### config.mk
export PLATFORM = sky130hd
export DESIGN_NAME = per_pixel_stack_median_unit
export DESIGN_NICKNAME = d
export VERILOG_FILES = /design/src/psm_pkg.sv /design/src/per_pixel_stack_median_unit.sv /design/src/psm_ctrl.sv /design/src/psm_dp.sv
export SDC_FILE = /design/constraint.sdc
export NUM_CORES = 1
export LEC_CHECK = 0
export ABC_AREA = 0
export BUFFER_PORTS_ARGS = -buffer_cell sky130_fd_sc_hd__buf_2
export CAP_MARGIN = 40
export CORE_ASPECT_RATIO = 1.25
export CORE_MARGIN = 4
export CORE_UTILIZATION = 55
export CTS_CLUSTER_SIZE = 20
export DETAILED_ROUTE_END_ITERATION = 7
export MAX_ROUTING_LAYER = met4
export PLACE_DENSITY = 0.72
export SETUP_SLACK_MARGIN = 0.4
export SLEW_MARGIN = 10
export SYNTH_ARGS = -nofsm -noshare
export SYNTH_HDL_FRONTEND = slang
export SYNTH_SLANG_ARGS = --single-unit
### constraint.sdc
create_clock -name clk -period 4.98 [get_ports clk]
set_clock_uncertainty 0.05 [all_clocks]
set_input_delay 0.996 -clock clk [delete_from_list [all_inputs] [get_ports clk]]
set_output_delay 0.996 -clock clk [all_outputs]
set_load 0.05 [all_outputs]
### src/psm_pkg.sv
// Shared constants and control structs for the per-pixel stack median block.
package psm_pkg;

  localparam int PSM_MAX_IMAGES = 16;
  localparam int PIX_W          = 8;
  localparam int CFG_W          = 5;
  localparam int NUM_CH         = 3;
  localparam int DATA_W         = NUM_CH * PIX_W;

  typedef struct packed {
    logic insert;   // shift the accepted sample into the sorted rows
    logic pick;     // load the median into the output register
  } psm_cmd_t;

  typedef struct packed {
    logic out_free; // output register empty or draining this cycle
  } psm_stat_t;

endpackage

### src/per_pixel_stack_median_unit.sv
// Top level of the per-pixel temporal median (background estimation) unit.
//
// Usage:
//   in_*  : one transfer per image sample of the current pixel location,
//           tdata = {blue, green, red}, red in the lowest byte.
//   out_* : one transfer per completed stack carrying the per-channel
//           median (sorted element at index count/2, upper median for an
//           even count), same byte order as the input.
//   cfg_* : image count register, 5 bits; 0 acts as 1, values above MAX_IMAGES
//           act as MAX_IMAGES. The user must write it only while idle; unchecked.
// Operation:
//   Each sample is slotted into a sorted row per channel by a parallel
//   compare-and-shift. After the sample that closes a stack, the
//   sequencer enters its pick state, in which the median is read from
//   the sorted rows into the output register; no sample is taken in
//   that state.
// Stalls and reset:
//   Further samples are taken while a result waits in the output register;
//   only the next closing sample holds in its pick cycle until it drains.
//   Reset (rst_n low, synchronous) empties the stack, drops any pending
//   result and sets the image count to 1. Sample rows need no reset.
module per_pixel_stack_median_unit import psm_pkg::*; #(
  parameter int MAX_IMAGES = PSM_MAX_IMAGES
) (
  input  logic              clk,
  input  logic              rst_n,
  // configuration: image_count
  input  logic              cfg_valid,
  output logic              cfg_ready,
  input  logic [CFG_W-1:0]  cfg_data,
  // samples
  input  logic              in_tvalid,
  output logic              in_tready,
  input  logic [DATA_W-1:0] in_tdata,   // [7:0] red, [15:8] green, [23:16] blue
  // medians
  output logic              out_tvalid,
  input  logic              out_tready,
  output logic [DATA_W-1:0] out_tdata   // [7:0] median_red, [15:8] median_green,
                                        // [23:16] median_blue
);

  localparam int CNT_W = $clog2(MAX_IMAGES + 1);
  localparam int IDX_W = (MAX_IMAGES > 1) ? $clog2(MAX_IMAGES) : 1;

  psm_cmd_t         cmd;
  psm_stat_t        stat;
  logic [CNT_W-1:0] fill_count;
  logic [IDX_W-1:0] med_idx;

  psm_ctrl #(
    .MAX_IMAGES (MAX_IMAGES)
  ) u_ctrl (
    .clk        (clk),
    .rst_n      (rst_n),
    .cfg_valid  (cfg_valid),
    .cfg_ready  (cfg_ready),
    .cfg_data   (cfg_data),
    .in_tvalid  (in_tvalid),
    .in_tready  (in_tready),
    .stat       (stat),
    .cmd        (cmd),
    .fill_count (fill_count),
    .med_idx    (med_idx)
  );

  psm_dp #(
    .MAX_IMAGES (MAX_IMAGES)
  ) u_dp (
    .clk        (clk),
    .rst_n      (rst_n),
    .cmd        (cmd),
    .stat       (stat),
    .fill_count (fill_count),
    .med_idx    (med_idx),
    .in_tdata   (in_tdata),
    .out_tvalid (out_tvalid),
    .out_tready (out_tready),
    .out_tdata  (out_tdata)
  );

endmodule

### src/psm_ctrl.sv
// Controller: sample counter, image count register and two-state sequencer.
module psm_ctrl import psm_pkg::*; #(
  parameter int MAX_IMAGES = PSM_MAX_IMAGES,
  localparam int CNT_W = $clog2(MAX_IMAGES + 1),
  localparam int IDX_W = (MAX_IMAGES > 1) ? $clog2(MAX_IMAGES) : 1
) (
  input  logic             clk,
  input  logic             rst_n,
  input  logic             cfg_valid,
  output logic             cfg_ready,
  input  logic [CFG_W-1:0] cfg_data,
  input  logic             in_tvalid,
  output logic             in_tready,
  input  psm_stat_t        stat,
  output psm_cmd_t         cmd,
  output logic [CNT_W-1:0] fill_count,
  output logic [IDX_W-1:0] med_idx
);

  localparam logic ST_IDLE = 1'b0;
  localparam logic ST_PICK = 1'b1;

  logic             state_r, state_nxt;
  logic [CFG_W-1:0] image_count_r;
  logic [CNT_W-1:0] count_r, count_nxt;
  logic [IDX_W-1:0] med_idx_r, med_idx_nxt;
  logic [7:0]       cfg_ext;
  logic [CNT_W-1:0] target;
  logic [CNT_W-1:0] count_inc;
  logic             accept;
  logic             done;

  assign cfg_ready = 1'b1;

  // clamp the count to 1..MAX_IMAGES
  assign cfg_ext = {{(8-CFG_W){1'b0}}, image_count_r};
  always_comb begin
    if (cfg_ext == 8'd0) begin
      target = CNT_W'(1);
    end else if (cfg_ext > 8'(MAX_IMAGES)) begin
      target = CNT_W'(MAX_IMAGES);
    end else begin
      target = CNT_W'(cfg_ext);
    end
  end

  assign in_tready = (state_r == ST_IDLE);
  assign accept    = in_tvalid && in_tready;
  assign count_inc = count_r + CNT_W'(1);
  assign done      = (count_inc >= target);

  always_comb begin
    state_nxt   = state_r;
    count_nxt   = count_r;
    med_idx_nxt = med_idx_r;
    cmd         = '0;
    unique case (state_r)
      ST_IDLE: begin
        if (accept) begin
          cmd.insert = 1'b1;
          if (done) begin
            count_nxt   = '0;
            med_idx_nxt = IDX_W'(count_inc >> 1);
            state_nxt   = ST_PICK;
          end else begin
            count_nxt = count_inc;
          end
        end
      end
      ST_PICK: begin
        if (stat.out_free) begin
          cmd.pick  = 1'b1;
          state_nxt = ST_IDLE;
        end
      end
      default: state_nxt = ST_IDLE;
    endcase
  end

  always_ff @(posedge clk) begin
    if (!rst_n) begin
      state_r       <= ST_IDLE;
      count_r       <= '0;
      image_count_r <= CFG_W'(1);
      med_idx_r     <= '0;
    end else begin
      state_r   <= state_nxt;
      count_r   <= count_nxt;
      med_idx_r <= med_idx_nxt;
      if (cfg_valid && cfg_ready) begin
        image_count_r <= cfg_data;
      end
    end
  end

  assign fill_count = count_r;
  assign med_idx    = med_idx_r;

endmodule

### src/psm_dp.sv
// Datapath: per-channel sorted insertion rows and the result register.
module psm_dp import psm_pkg::*; #(
  parameter int MAX_IMAGES = PSM_MAX_IMAGES,
  localparam int CNT_W = $clog2(MAX_IMAGES + 1),
  localparam int IDX_W = (MAX_IMAGES > 1) ? $clog2(MAX_IMAGES) : 1
) (
  input  logic              clk,
  input  logic              rst_n,
  input  psm_cmd_t          cmd,
  output psm_stat_t         stat,
  input  logic [CNT_W-1:0]  fill_count,
  input  logic [IDX_W-1:0]  med_idx,
  input  logic [DATA_W-1:0] in_tdata,
  output logic              out_tvalid,
  input  logic              out_tready,
  output logic [DATA_W-1:0] out_tdata
);

  logic [PIX_W-1:0] sorted_r   [NUM_CH][MAX_IMAGES];
  logic [PIX_W-1:0] sorted_nxt [NUM_CH][MAX_IMAGES];
  logic [MAX_IMAGES-1:0] gt    [NUM_CH];
  logic [DATA_W-1:0] out_data_r;
  logic              out_valid_r;

  // entries above the new sample move up one place, the sample drops in
  always_comb begin
    for (int c = 0; c < NUM_CH; c++) begin
      for (int i = 0; i < MAX_IMAGES; i++) begin
        gt[c][i] = (CNT_W'(i) < fill_count) &&
                   (sorted_r[c][i] > in_tdata[c*PIX_W +: PIX_W]);
      end
      for (int i = 0; i < MAX_IMAGES; i++) begin
        if (i > 0 && gt[c][(i > 0) ? i-1 : 0]) begin
          sorted_nxt[c][i] = sorted_r[c][(i > 0) ? i-1 : 0];
        end else if (gt[c][i] || !(CNT_W'(i) < fill_count)) begin
          sorted_nxt[c][i] = in_tdata[c*PIX_W +: PIX_W];
        end else begin
          sorted_nxt[c][i] = sorted_r[c][i];
        end
      end
    end
  end

  always_ff @(posedge clk) begin
    if (cmd.insert) begin
      sorted_r <= sorted_nxt;
    end
    if (cmd.pick) begin
      for (int c = 0; c < NUM_CH; c++) begin
        out_data_r[c*PIX_W +: PIX_W] <= sorted_r[c][med_idx];
      end
    end
  end

  always_ff @(posedge clk) begin
    if (!rst_n) begin
      out_valid_r <= 1'b0;
    end else if (cmd.pick) begin
      out_valid_r <= 1'b1;
    end else if (out_tready) begin
      out_valid_r <= 1'b0;
    end
  end

  assign stat.out_free = !out_valid_r || out_tready;
  assign out_tvalid    = out_valid_r;
  assign out_tdata     = out_data_r;

endmodule
# Word-level counts from Yosys, hierarchy flattened
# Cells that the tools add are included.
[classes]
addsub = 1
n_lt_le_gt_ge = 67
mux = 112
bitwise_logic = 2
reduce_logical = 212
[ops]
columns = ["cell", "count"]
rows = [
  ["8-bit two-way mux", 96],
  ["8-bit greater-than comparator", 48],
  ["2-bit AND reduction", 49],
  ["8-bit binary-select mux with 4-bit select", 3],
  ["2-bit nonzero test", 46],
  ["1-bit logical AND", 49],
  ["1-bit logical OR", 49],
  ["4-bit by 5-bit < comparator with 1-bit output (first input constant)", 8],
  ["3-bit by 5-bit < comparator with 1-bit output (first input constant)", 4],
  ["1-bit logical NOT", 17],
  ["5-bit two-way mux", 3],
  ["1-bit by 5-bit < comparator with 1-bit output (first input constant)", 2],
  ["2-bit by 5-bit < comparator with 1-bit output (first input constant)", 2],
  ["1-bit two-way mux", 9],
  ["8-bit logical NOT", 1],
  ["5-bit by 1-bit adder with 5-bit output (second input constant)", 1],
  ["5-bit >= comparator", 1],
  ["5-bit >= comparator (second input constant)", 1],
  ["5-bit greater-than comparator (second input constant)", 1],
  ["4-bit NOT with 5-bit output", 1],
  ["3-bit AND reduction", 1],
  ["1-bit case mux with 2 select lines", 1],
  ["1-bit NOT", 1],
]
[word_totals]
regBits = 424
in_bits = 34
elab_cells = 448

# Logic depth before layout (Yosys ltp)
# Gate-level depths: netlist (run 1).
[depth]
depth_word = 7
depth_mapped = 9
mapped_depth_nobuf = 9

# Cells and area by module
# From an unflattened synthesis (run 1), not the netlist that was laid out.
[hier_totals]
cells_unflattened = 2204
area_unflattened_um2 = 29697.2
[by_module_without_submodules]
columns = ["mod", "instances", "cells_each", "area_each_um2", "seq_area_each_um2"]
rows = [
  ["psm_dp", 1, 2116, 28890.2, 12271.8],
  ["psm_ctrl", 1, 88, 807.0, 300.3],
]

# Least setup slack after synthesis (run 1)
# OpenSTA, ideal clock, no wires.
[synth_path]
path_type = "in2reg"
from = "input port in_tdata[5]"
to = "register u_dp.sorted_r[288] (netlist name) (enable)"
setup_time_ps = 378
arrival_time_ps = 3107
required_ps = 4552
setup_slack_ps = 1445
cell_stages = 8
path_buffers = 1
cell_sequence = "clkbuf_1 inv_1 ha_1 a211o_1 o211ai_1 a31oi_1 nand3_1 a31oi_1"
[synth_via]
elab_chain_len = 5
[synth_rtl]
columns = ["element", "line", "source"]
rows = [
  ["from (decl)", "per_pixel_stack_median_unit.sv:34", "input logic [DATA_W-1:0] in_tdata,"],
  ["8-bit greater-than comparator", "psm_dp.sv:30", "(sorted_r[c][i] > in_tdata[c*PIX_W +: PIX_W]);"],
  ["1-bit logical AND", "psm_dp.sv:29", "gt[c][i] = (CNT_W'(i) < fill_count) &&"],
  ["1-bit logical OR", "psm_dp.sv:35", "end else if (gt[c][i] || !(CNT_W'(i) < fill_count)) begin"],
  ["2-bit nonzero test (no line) (*)", "-", ""],
  ["2-bit AND reduction (no line) (*)", "-", ""],
  ["to (signal assigned)", "psm_dp.sv:46", "sorted_r <= sorted_nxt;"],
  ["to (decl)", "psm_dp.sv:19", "logic [PIX_W-1:0] sorted_r [NUM_CH][MAX_IMAGES];"],
]
# Every way passes the cells marked *; elsewhere a longest branch is shown, timed or not.
# A chain may end at the register's enable or synchronous reset.

# Worst setup path in the final report (run 1)
[layout_path]
from = "input port in_tdata[5]"
to = "register u_dp.sorted_r[275] (netlist name) (enable)"
# Same word-level chain as after synthesis.

==> results of run 1 <==
-- logic make-up (layout without fill, tap and decap cells) --
family / after synthesis / count (layout) / synth area share
AO/OA/AOI/OAI: 430 / 430 / 0.0948
adder cells (fa/ha/maj): 390 / 390 / 0.167
buffers and inverters: 153 / 308 / 0.0202
XOR/XNOR: 7 / 7 / 0.00209
other: 1 / 3 / 0.000128
AND/OR/NAND/NOR: 308 / 308 / 0.0577
multiplexers: 478 / 478 / 0.230
flip-flops: 424 / 424 / 0.429
-- layer usage --
layer,track usage,part of all wire,vias to the layer above
li1,-,-,9208
met1,0.366,0.38,10639
met2,0.509,0.49,943
met3,0.0457,0.068,275
met4,0.148,0.057,0
met5,-,0,-
-- cell usage after synthesis, types with 3 or more instances --
library cell  count
o311ai_2          7
ha_1            390
o31ai_1          10
nand2_1          55
buf_2             9
or2_2            17
nor2_1           34
mux4_2          120
nand3_1          22
nand4_1          96
or3_1             4
nor3_1           10
o211ai_1         52
a211oi_1         13
o211ai_2          4
o22ai_1          23
nor2b_1          47
a21oi_1         159
o311a_1           3
mux2_2          353
nand2b_1          6
clkbuf_1         54
and4_1            3
buf_1            11
a21boi_0          6
o221ai_1         14
inv_1            77
o21a_1            5
o21ai_2           3
dfxtp_1          16
a21o_1           15
o21ai_1           4
xor2_1            3
o21ai_0          50
mux2i_1           5
xnor2_1           4
and3_1            5
a211o_1           5
edfxtp_1        408
a31oi_1          45
-- worst max-delay path by stage --
stage,from,endpoint,slack (ns)
floorplan,in_tdata[5],u_dp.sorted_r[288],1.44
global placement,in_tdata[5],u_dp.sorted_r[274],0.88
detailed placement,in_tdata[5],u_dp.sorted_r[266],0.69
CTS,in_tdata[5],u_dp.sorted_r[267],1.30
global route,in_tdata[5],u_dp.sorted_r[266],1.05
finish,in_tdata[5],u_dp.sorted_r[275],1.20
-- sequential cells by signal, indices dropped and copies added, names as in the netlist --
register	count
u_ctrl.fill_count	5
u_ctrl.image_count_r	5
u_ctrl.med_idx	4
u_ctrl.state_r	1
u_dp.out_tdata	24
u_dp.out_tvalid	1
u_dp.sorted_r	384
-- through the flow --
stage	utilization	setup WS [ns]	total power, mW
6_report	0.618	1.20	10.7
3_3_place_gp	0.583	0.879	6.88
2_1_floorplan	-	1.44	6.14
4_1_cts	0.618	1.30	10.7
3_5_place_dp	0.587	0.693	7.03
5_1_grt	0.618	1.05	11.1
-- layout make-up --
type	count	area [µm²]
antenna	2	5.00
multi-input combinational	1614	16200
timing repair buffer	146	1090
sequential	424	12600
fill	4007	20100
clock inverter	29	343
inverter	77	289
tap	672	841
clock buffer	56	1250
-- worst reg2reg max path: cells and delay by family, from the launching register on --
family / cells / cell delay [ns]
compound gates: 1 / 0.88
flops: 1 / 0.53
simple gates: 2 / 1.51
-- power by group through the flow --
stage,Combinational [mW],Clock [mW],Sequential (mW)
3_5_place_dp,2.30,0,4.73
2_1_floorplan,1.54,0,4.61
4_1_cts,2.32,3.72,4.66
5_1_grt,2.54,3.88,4.70
3_3_place_gp,2.09,0,4.78
6_report,2.34,3.67,4.68
==> results.md, run 1 <==
* TritonCTS clock tree: yes
* Comb power frac at 0.219
* Critical R2R Launch: u_ctrl.fill_count[4]
* WP buf/inv at 2
* Synth Warn # at 0
* Leading post-synthesis cells by cell area: edfxtp_1, ha_1, mux2_2
* Dpl cell area at 30900 µm²
* Psw at roughly 3.1 mW
* Element type at the critical path end: register
* Drt drc at 0
* CTS root buf: clkbuf_16
* CTS Hold Bufs at 0
* P&R area growth vs syn at 11.1%
* Worst stage delay on the critical path at 0.70 ns
* GR Util All Layers at 0.305
* Sequential share of power at 0.437
* Core outline area at 52700 µm²
* Setup repair bufs after CTS at 0
* Fmax at 0.265 GHz
* Routed Antenna Nets at 0
* Setup Total Neg Slack at 0 ns
* Critical path peak fanout at 17
* R2R setup slack at ~1.6 ns
* Routed wire length at ~85000 µm
* Largest net degree at the start of global routing at 50
* Synth unique cells at 58
* Final global-route overflow total at 0
* Min cycle time layout at 3.78 ns
* DIE AREA at approximately 57000 µm²
* RD Place Congestion at between 0.9 and 1
* Drt first pass iters at 5
* Final net count at 2734
* Number of synthesized flops with an enable pin at roughly 400
* Clock Sinks at around 420
* Setup-failing EPs final at 0
* Primary FF master, synth: edfxtp_1
* Max_slew headroom at 0.362
* H-Tree Level Count at 2
* Outcome: finished clean
* Clk pwr share at 0.344
* Die width at 214 µm
* Async set-or-reset flop fraction in the synthesized netlist at 0
* CTS buffer count at 47
* DPL Wire Length at 61200 µm
* Final hold violation count at 0
* Area share of the largest cell type after synthesis at 0.418
* Worst-Skew Late Latency at 0.59 ns
* Post-placement cell count at approximately 2900
* Clock Tree Buf Depth at 3
* CP max stage cell: a21oi_1
* Commonest cells after routing, fill and taps aside: edfxtp_1, ha_1, mux2_2, a21oi_1, mux4_2
* Hold path start: u_ctrl.image_count_r[0]
* Sequential fraction of the synthesis area at 0.429
* Tcrit/Tclk final at 0.759
* Worst VDD drop at 262 µV
* Worst R2R End: u_dp.sorted_r[222]
* Critical path depth in cells at 8
* Final non-filler cell total at around 3000
* CP delay by family, top: compound AO/OA/AOI/OAI gates
* Via count at 21065
* Post-Syn Area at 29300 µm²
* First-pass GRT wire length at around 130000 µm
* Share of layout cells above drive strength 1 at 0.311
* Sw Share at 0.293
* Die H at 266 µm
* Final slew viol count at 0
* Hold Path Sink: u_ctrl.image_count_r[0]
* Maxcap violations at 0
* Kind of critical path: primary input to register
* Cells after Synth at between 2000 and 2500
* WHS Path Cells at 2
* DR WL/cell at 28.2 µm
* Largest area contributor in the netlist: edfxtp_1
* Worst Max-Slew Pin Slew at 0.957 ns
* Final Instance Area at 32600 µm²
* Commonest non-fill, non-tap cell in the layout: edfxtp_1
* Synthesized area per cell at 13.4 µm²
* P per Cell Area at 328 nW/µm²
* Initial Util at 0.556
* DR iter-0 viols at around 1800
* Crit path required time at about 5.2 ns
* WHS at 0.455 ns
* RSZ-0062 raised after global routing: no
* Initial antenna violation count at 0
* Syn_nets at 2615
* R2R depth at 3
* Vias per cell at approximately 7
* Critical-path cell list: buf_2, inv_1, ha_1, a211o_1, o211ai_1, a31oi_1, nand3_1, a21oi_1
* Clock transition at path regs at ~0.060 ns
* Vias in the first global route at 21726
* Port bufs at 59
* Type of origin of the critical path: primary input
* Number of synthesized register bits at approximately 420
* HP Class: register to register
* Leak pwr at 12.4 nW
* # IOs at 61
* Post-CTS Resized at 0
* WP data arrival at 3.95 ns
* P_int at 7.56 mW
* Row cnt at 94
(Power assumes the default switching activity.)
==> inputs of run 2 (changes only) <==
--- a/config.mk
+++ b/config.mk
@@ -14,7 +14,7 @@
 export CTS_CLUSTER_SIZE = 20
 export DETAILED_ROUTE_END_ITERATION = 7
 export MAX_ROUTING_LAYER = met4
-export PLACE_DENSITY = 0.72
+export PLACE_DENSITY = 0.75
 export SETUP_SLACK_MARGIN = 0.4
 export SLEW_MARGIN = 10
 export SYNTH_ARGS = -nofsm -noshare
==> constraint.sdc (replaced) <==
create_clock -name clk -period 3.1 [get_ports clk]
set_clock_uncertainty 0.05 [all_clocks]
set_input_delay 0.62 -clock clk [delete_from_list [all_inputs] [get_ports clk]]
set_output_delay 0.62 -clock clk [all_outputs]
set_load 0.05 [all_outputs]
==> results.md, run 2 (synthesized netlist as in run 1, its figures left out) <==
* Row cnt at 94 (unchanged)
* Final non-filler cell total at 3069 (+1.6%)
* Clock transition at path regs at 0.06 ns (about the same)
* Element type at the critical path end: register
* DPL Wire Length at 62500 µm (+2.2%)
* Biggest register: u_dp.sorted_r
* Worst stage delay on the critical path at 0.51 ns (-0.19 ns)
* Clock Sinks at 424 (unchanged)
* Most used cell, CP: buf_4
* Critical path depth in cells at 6 (-2)
* Crit path required time at 3.39 ns (-1.76 ns)
* HP Class: primary input to register
* Worst R2R End: u_dp.sorted_r[275]
* M2 GR Usage at 0.521 (+0.0124)
* Commonest non-fill, non-tap cell in the layout: edfxtp_1
* P per Cell Area at 512 nW/µm² (+56%)
* Routing usage on met1 at 0.361 (-0.00502)
* Fmax at 0.380 GHz
* Crit path to: u_dp.sorted_r[275]
* R2R setup slack at 0.47 ns (-1.16 ns)
* Routed wire length at 87600 µm (+2.9%)
* Die width at 214 µm (unchanged)
* R2R depth at 6 (+3)
* Setup-failing EPs final at 0 (unchanged)
* Dpl cell area at 31800 µm² (+2.6%)
* CTS buffer count at 46 (-2.1%)
* H-Tree Level Count at 2 (unchanged)
* Share of layout cells above drive strength 1 at 0.348 (+0.0369)
* Routed Antenna Nets at 0 (unchanged)
* CTS root buf: clkbuf_16
* Worst Max-Slew Pin Slew at 0.892 ns (-0.0642 ns)
* Worst VDD drop at 514 µV (+96%)
* CP delay by family, top: simple AND/OR/NAND/NOR gates
* WP data arrival at 2.92 ns (-1.03 ns)
* Final hold violation count at 0 (unchanged)
* Vias in the first global route at 22269 (+2.5%)
* Final Instance Area at 33300 µm² (+2.3%)
* Setup repair bufs after CTS at 0 (unchanged)
* Clock Tree Buf Depth at 3 (unchanged)
* Vias per cell at 7.04 (+0.91%)
* Tcrit/Tclk final at 0.849
* Flip-flop count of the largest register after layout at 384 (unchanged)
* Maxcap violations at 0 (unchanged)
* RSZ-0062 raised after global routing: yes
* Drt first pass iters at 5 (unchanged)
* Core outline area at 52700 µm² (unchanged)
* Crit. Startpoint: u_ctrl.fill_count[3]
* Via count at 21601 (+2.5%)
* GR Util All Layers at 0.311 (+0.00589)
* Final global-route overflow total at 0 (unchanged)
* Drt drc at 0 (unchanged)
* First-pass GRT wire length at 132000 µm (+1.6%)
* Commonest cells after routing, fill and taps aside: edfxtp_1, ha_1, mux2_2, a21oi_1, buf_4
* Critical path peak fanout at 9 (-8)
* Initial Util at 0.556 (unchanged)
* Leak pwr at 12.6 nW (+1.6%)
* Die H at 266 µm (unchanged)
* Critical-path cell list: buf_4, o211ai_1, nand2b_1, nand3_1, buf_4, mux2_2
* Top Usage Layer GRT: met2
* RD Place Congestion at 0.938 (+0.36%)
* CTS Hold Bufs at 0 (unchanged)
* M3 GR Usage at 0.0503 (+0.00456)
* DR iter-0 viols at 2023 (+13%)
* Worst-Skew Late Latency at 0.60 ns (about the same)
* Post-placement cell count at 2981 (+1.7%)
* DR WL/cell at 28.5 µm (+1.2%)
* Final net count at 2782 (+1.8%)
* Initial antenna violation count at 1 (+1)
* Total power at 17.1 mW (+60%)
* Final slew viol count at 0 (unchanged)
* CP max stage cell: dfxtp_1
* WHS at 0.209 ns (-0.246 ns)
* TritonCTS clock tree: yes
* WP buf/inv at 2 (unchanged)
* Setup Total Neg Slack at 0 ns (unchanged)
* Kind of critical path: register to register
* WHS Path Cells at 2 (unchanged)
* Critical R2R Launch: u_ctrl.fill_count[3]
* Type of origin of the critical path: register
* Min cycle time layout at 2.63 ns
* Port bufs at 59 (unchanged)
* P&R area growth vs syn at 13.7%
* DIE AREA at 57100 µm² (unchanged)
* # IOs at 61 (unchanged)
* Max_slew headroom at 0.402 (+0.0400)
* Outcome: finished clean
* Largest net degree at the start of global routing at 34 (-32%)
-- run 2: cell types whose count changed in the layout (fill, tap and decap cells not counted), moves of 7 or more --
cell	previous run	this run
inv_4	0	9
o221ai_1	14	5
buf_4	74	123
o221ai_2	0	9
a31oi_1	45	26
a31oi_2	0	13
o311ai_4	0	7
inv_1	77	62
buf_12	3	12
-- run 2: worst min-delay path by stage --
stage                                        from                       to
after floorplan           u_ctrl.image_count_r[0]  u_ctrl.image_count_r[0]
after global placement    u_ctrl.image_count_r[0]  u_ctrl.image_count_r[0]
after detailed placement  u_ctrl.image_count_r[0]  u_ctrl.image_count_r[0]
after CTS                                   rst_n  u_ctrl.image_count_r[0]
after global routing                        rst_n  u_ctrl.image_count_r[0]
final                                       rst_n  u_ctrl.image_count_r[0]
-- run 2: through the flow --
stage	setup slack, ns	utilization
2_1_floorplan	0.376	-
3_3_place_gp	0.0371	0.603
3_5_place_dp	-0.0414	0.603
4_1_cts	0.418	0.631
5_1_grt	0.361	0.632
6_report	0.468	0.632
-- run 2: repair_timing --
action                     4_1_cts  5_1_grt
gates resized for setup          0        8
setup endpoints to repair        0       72
hold endpoints to repair         0        0
-- run 2: per-layer routing --
layer  wire [µm]  share of wire
met1       31800           0.36
met2       42900           0.49
met3        7170          0.082
met4        5680          0.065
met5           0              0
-- run 2: power by group --
group          switching, mW  leakage (nW)  internal [mW]
Combinational           2.20          7.80           1.69
Sequential             0.549          4.08           6.96
Clock                   2.45         0.725           3.20
Total                   5.20          12.6           11.9
-- run 2: final cells by class --
cell class              instances  area [µm²]
clock buffers                  51        1190
inverters                      77         355
well taps                     672         841
repair buffers                195        1460
fillers                      3875       19400
flip-flops and latches        424       12600
diodes                          1        2.50
clock inverters                35         328
multi-input cells            1614       16600
